<file path="src/sv/mse_pkg.sv">
// ---------------------------------------------------------------------------
// mse_pkg
// Sizes and controller/datapath interface types for the merge sort engine.
// ---------------------------------------------------------------------------
package mse_pkg;

  localparam int CAPACITY = 64;
  localparam int DATA_W   = 32;
  localparam int IDX_W    = $clog2(CAPACITY);      // index into one bank
  localparam int CNT_W    = $clog2(CAPACITY + 1);  // holds 0..CAPACITY
  localparam int POS_W    = CNT_W + 1;             // holds lo + 2*width
  localparam int ADDR_W   = IDX_W + 1;             // bank bit + index

  // controller -> datapath
  typedef struct packed {
    logic load;   // store one input beat
    logic init;   // start first merge pass
    logic step;   // emit one merged element into the other bank
    logic emit;   // read one sorted element out
    logic clear;  // end of set
  } cmd_t;

  // datapath -> controller
  typedef struct packed {
    logic n_le1;      // set of zero or one element: nothing to merge
    logic sort_done;  // this step closes the last pass
    logic emit_last;  // this emit is the final element
  } stat_t;

endpackage

</file>
<file path="src/sv/mse_ctrl.sv">
// ---------------------------------------------------------------------------
// mse_ctrl
// Sequencer for load, merge passes and emission.
// ---------------------------------------------------------------------------
module mse_ctrl
  import mse_pkg::*;
(
  input  logic  clk,
  input  logic  rst,
  input  logic  start,
  input  logic  last,
  input  stat_t stat,
  output cmd_t  cmd,
  output logic  busy
);

  typedef enum logic [5:0] {
    S_IDLE   = 6'b000001,
    S_INIT   = 6'b000010,
    S_READ   = 6'b000100,
    S_MERGE  = 6'b001000,
    S_EMIT   = 6'b010000,
    S_FINISH = 6'b100000
  } state_t;

  state_t state, state_next;

  always_ff @(posedge clk) begin
    if (rst) begin
      state <= S_IDLE;
    end else begin
      state <= state_next;
    end
  end

  always_comb begin
    state_next = state;
    cmd        = '0;
    case (state)
      S_IDLE: begin
        if (start) begin
          cmd.load = 1'b1;
          if (last) begin
            state_next = S_INIT;
          end
        end
      end
      S_INIT: begin
        cmd.init   = 1'b1;
        state_next = stat.n_le1 ? S_EMIT : S_READ;
      end
      S_READ: begin
        state_next = S_MERGE;
      end
      S_MERGE: begin
        cmd.step   = 1'b1;
        state_next = stat.sort_done ? S_EMIT : S_READ;
      end
      S_EMIT: begin
        cmd.emit = 1'b1;
        if (stat.emit_last) begin
          state_next = S_FINISH;
        end
      end
      S_FINISH: begin
        cmd.clear  = 1'b1;
        state_next = S_IDLE;
      end
      default: begin
        state_next = S_IDLE;
      end
    endcase
  end

  assign busy = (state != S_IDLE);

endmodule

</file>
<file path="config.mk">
export PLATFORM = sky130hd
export DESIGN_NAME = mse_ctrl
export DESIGN_NICKNAME = d
export VERILOG_FILES = /design/src/sv/mse_pkg.sv /design/src/sv/mse_ctrl.sv
export SDC_FILE = /design/constraint.sdc
export NUM_CORES = 1
export LEC_CHECK = 0
export BUFFER_PORTS_ARGS = -buffer_cell sky130_fd_sc_hd__buf_2
export CORE_AREA = 2 2 39 41
export CTS_CLUSTER_SIZE = 25
export DETAILED_ROUTE_END_ITERATION = 12
export DIE_AREA = 0 0 41 43
export PLACE_DENSITY = 0.55
export REMOVE_ABC_BUFFERS = 1
export SLEW_MARGIN = 5
export SYNTH_ARGS = -nofsm -noshare
export SYNTH_HDL_FRONTEND = slang
export SYNTH_SLANG_ARGS = --single-unit
</file>
<file path="constraint.sdc">
create_clock -name clk -period 2.7 [get_ports clk]
set_input_delay 0.405 -clock clk [delete_from_list [all_inputs] [get_ports clk]]
set_output_delay 0.405 -clock clk [all_outputs]
set_load 0.02 [all_outputs]
</file>
==> flow_summary.json <==
{
  "synth_area_per_cell_um2": 8.44,
  "wl_per_cell_um": 10.6,
  "fin_util_pct": 34.2,
  "viasPerCell": 5.04,
  "synth.top_cell.area_share_pct": 30.3,
  "ir_drop_v": 0.000214,
  "timing.rr.start": "state[3]",
  "reg2regPathDepth": 3,
  "yosysWarnings": 0,
  "yosys-top-cells-count": "dfxtp_1, nor2_1, nor3_1",
  "max_stage_delay_ps": 680,
  "synth_top_area_cell": "dfxtp_1",
  "htree_num_levels": 1,
  "cts_tree": "built",
  "clock_sinks": 6,
  "cts_buffers": 3,
  "cts-root-buf": "clkbuf_4",
  "final_layout_size_suffix_gt1_share_pct": 37.3,
  "regMostFlops": "state",
  "min_to": "state[5]",
  "cts_max_path_buffers": 2,
  "post-cts-setup-buffer-count": 0,
  "tns_ps": 0,
  "first_iter_violations": 7,
  "drtPass1Iterations": 4,
  "ys.flop_type": "dfxtp_1",
  "cp_slowest_cell": "or4_2",
  "report.final.slew_viol_count": 0,
  "finalSetupViolations": 0,
  "clk_latency_ps": 240,
  "clock_skew_ps": 0.683,
  "cp-start-kind": "register",
  "drc": 0,
  "grt_start_max_net_pins": 14,
  "regToRegSetupSlack_ps": 1040,
  "status": "finished clean",
  "worstHoldStart": "stat[0]",
  "synth-edff-count": 0,
  "largestRegisters": "state: 6 flops",
  "grt_setup_unrepaired": "false",
  "maxCapViolCount": 0,
  "largest_reg_flops": 6,
  "r2r-end": "state[4]",
  "antenna_left": 0,
  "pwr_density_cell_nw_per_um2": 588,
  "diodes": 0,
  "synth-async-reset-ratio_pct": 0,
  "p_leak_nw": 0.203,
  "grt_pass1_wl_um": 1370,
  "first_global_vias": 340,
  "die_w_um": 41,
  "fin_crit_ps": 2030,
  "crit_required_ps": 2300,
  "nets": 68,
  "slew_headroom_pct": 64.7,
  "finalCritPeriodShare_pct": 75.0,
  "tightest_slew_ps": 524,
  "ios": 13,
  "ys_types": 26,
  "grt_antenna_before_repair": 0,
  "hold_viol": 0,
  "path_clk_slew_ps": 40,
  "path_max_fanout": 13,
  "path_cells": "or4_2 -> nor2_1 -> buf_2",
  "synth_seq_cells": 6,
  "crit_type": "reg2out",
  "max_freq_mhz": 494,
  "synth_cells": 47,
  "postRouteWirelength_um": 798,
  "cts_hold_buf": 0,
  "end_kind": "output pin",
  "cts-resized-gates": 0,
  "critical_path_arrival_ps": 1620,
  "die_y_um": 43,
  "port_buffers": 12,
  "vias": 378,
  "grt_usage_pct": 11.1,
  "placement_rows": 14,
  "hold_depth": 3,
  "synthTopCellsByArea": "dfxtp_1, buf_6, nor2_1",
  "synth_area_um2": 397,
  "die-area_um2": 1760,
  "ys_seq_area_share_pct": 30.3,
  "core_um2": 1380,
  "grt-ovfl-total": 0,
  "hold_path_class": "in2reg",
  "start_util_pct": 28.7,
  "syn_to_final_growth_pct": 19.2,
  "gp_congestion": 0.772
}
==> routing by layer <==
layer / part of all wire, % / global-route usage [%] / vias to the layer above
met2: 42 / 14.7 / 14
met3: 7.5 / 1.57 / 2
li1: - / - / 197
met1: 49 / 16.6 / 165
met5: 0 / 0 / -
met4: 1.8 / 6.00 / 0
==> worst max-delay path by stage <==
stage / slack [ps] / end / startpoint / depth (start not counted)
3_5_place_dp: 940 / cmd[1] / state[3] / 3
5_1_grt: 590 / cmd[4] / state[3] / 3
2_1_floorplan: 890 / cmd[3] / state[4] / 2
4_1_cts: 680 / cmd[1] / state[3] / 3
3_3_place_gp: 960 / cmd[1] / state[3] / 3
6_report: 670 / cmd[1] / state[3] / 3
==> cells by family after synthesis <==
family                    count (synthesis)  synth area share, %
and+or+nand+nor                          29                 45.1
AOI/OAI and AO/OA                         8                 15.8
DFF                                       6                 30.3
buffers and inverters                     3                 6.62
xor gates and xnor gates                  1                 2.21
==> final cells by class <==
cell class	instances	area (um^2)
timing repair buffer	12	60.1
sequential	6	120
clock buffer	3	22.5
tap	16	20.0
fill	158	911
multi-input combinational	38	250
==> cell usage in the layout (no fill, tap or decap), types with 2 or more instances in the layout <==
cell	n
and3_1	3
buf_2	12
clkbuf_4	3
dfxtp_1	6
nand2_1	2
nand3_1	2
nand3b_1	2
nor2_1	6
nor2b_1	2
nor3_1	4
o21ai_0	2
==> power breakdown <==
part           switching [mW]  internal (mW)
clock network          0.0320         0.0502
registers              0.0125         0.0963
logic                  0.0467         0.0405
total                  0.0911          0.187
==> metrics by stage <==
step / std cells / worst slack (ps) / instance area (um^2) / hold slack (ps) / total power [mW]
detailed placement: 72 / 937 / 450 / 573 / 0.197
floorplan: 44 / 888 / 370 / 514 / 0.173
global placement: 72 / 957 / 450 / 564 / 0.197
global route: 75 / 589 / 473 / 441 / 0.292
finish: 75 / 675 / 473 / 427 / 0.278
CTS: 75 / 677 / 473 / 430 / 0.279
==> critical path: cells and delay by family (launching register included) <==
kind                   cells  cell delay [ps]
buffers and inverters      1              160
and+or+nand+nor            2              800
DFF                        1              410
No activity file was read; power rests on OpenSTA's default activity.
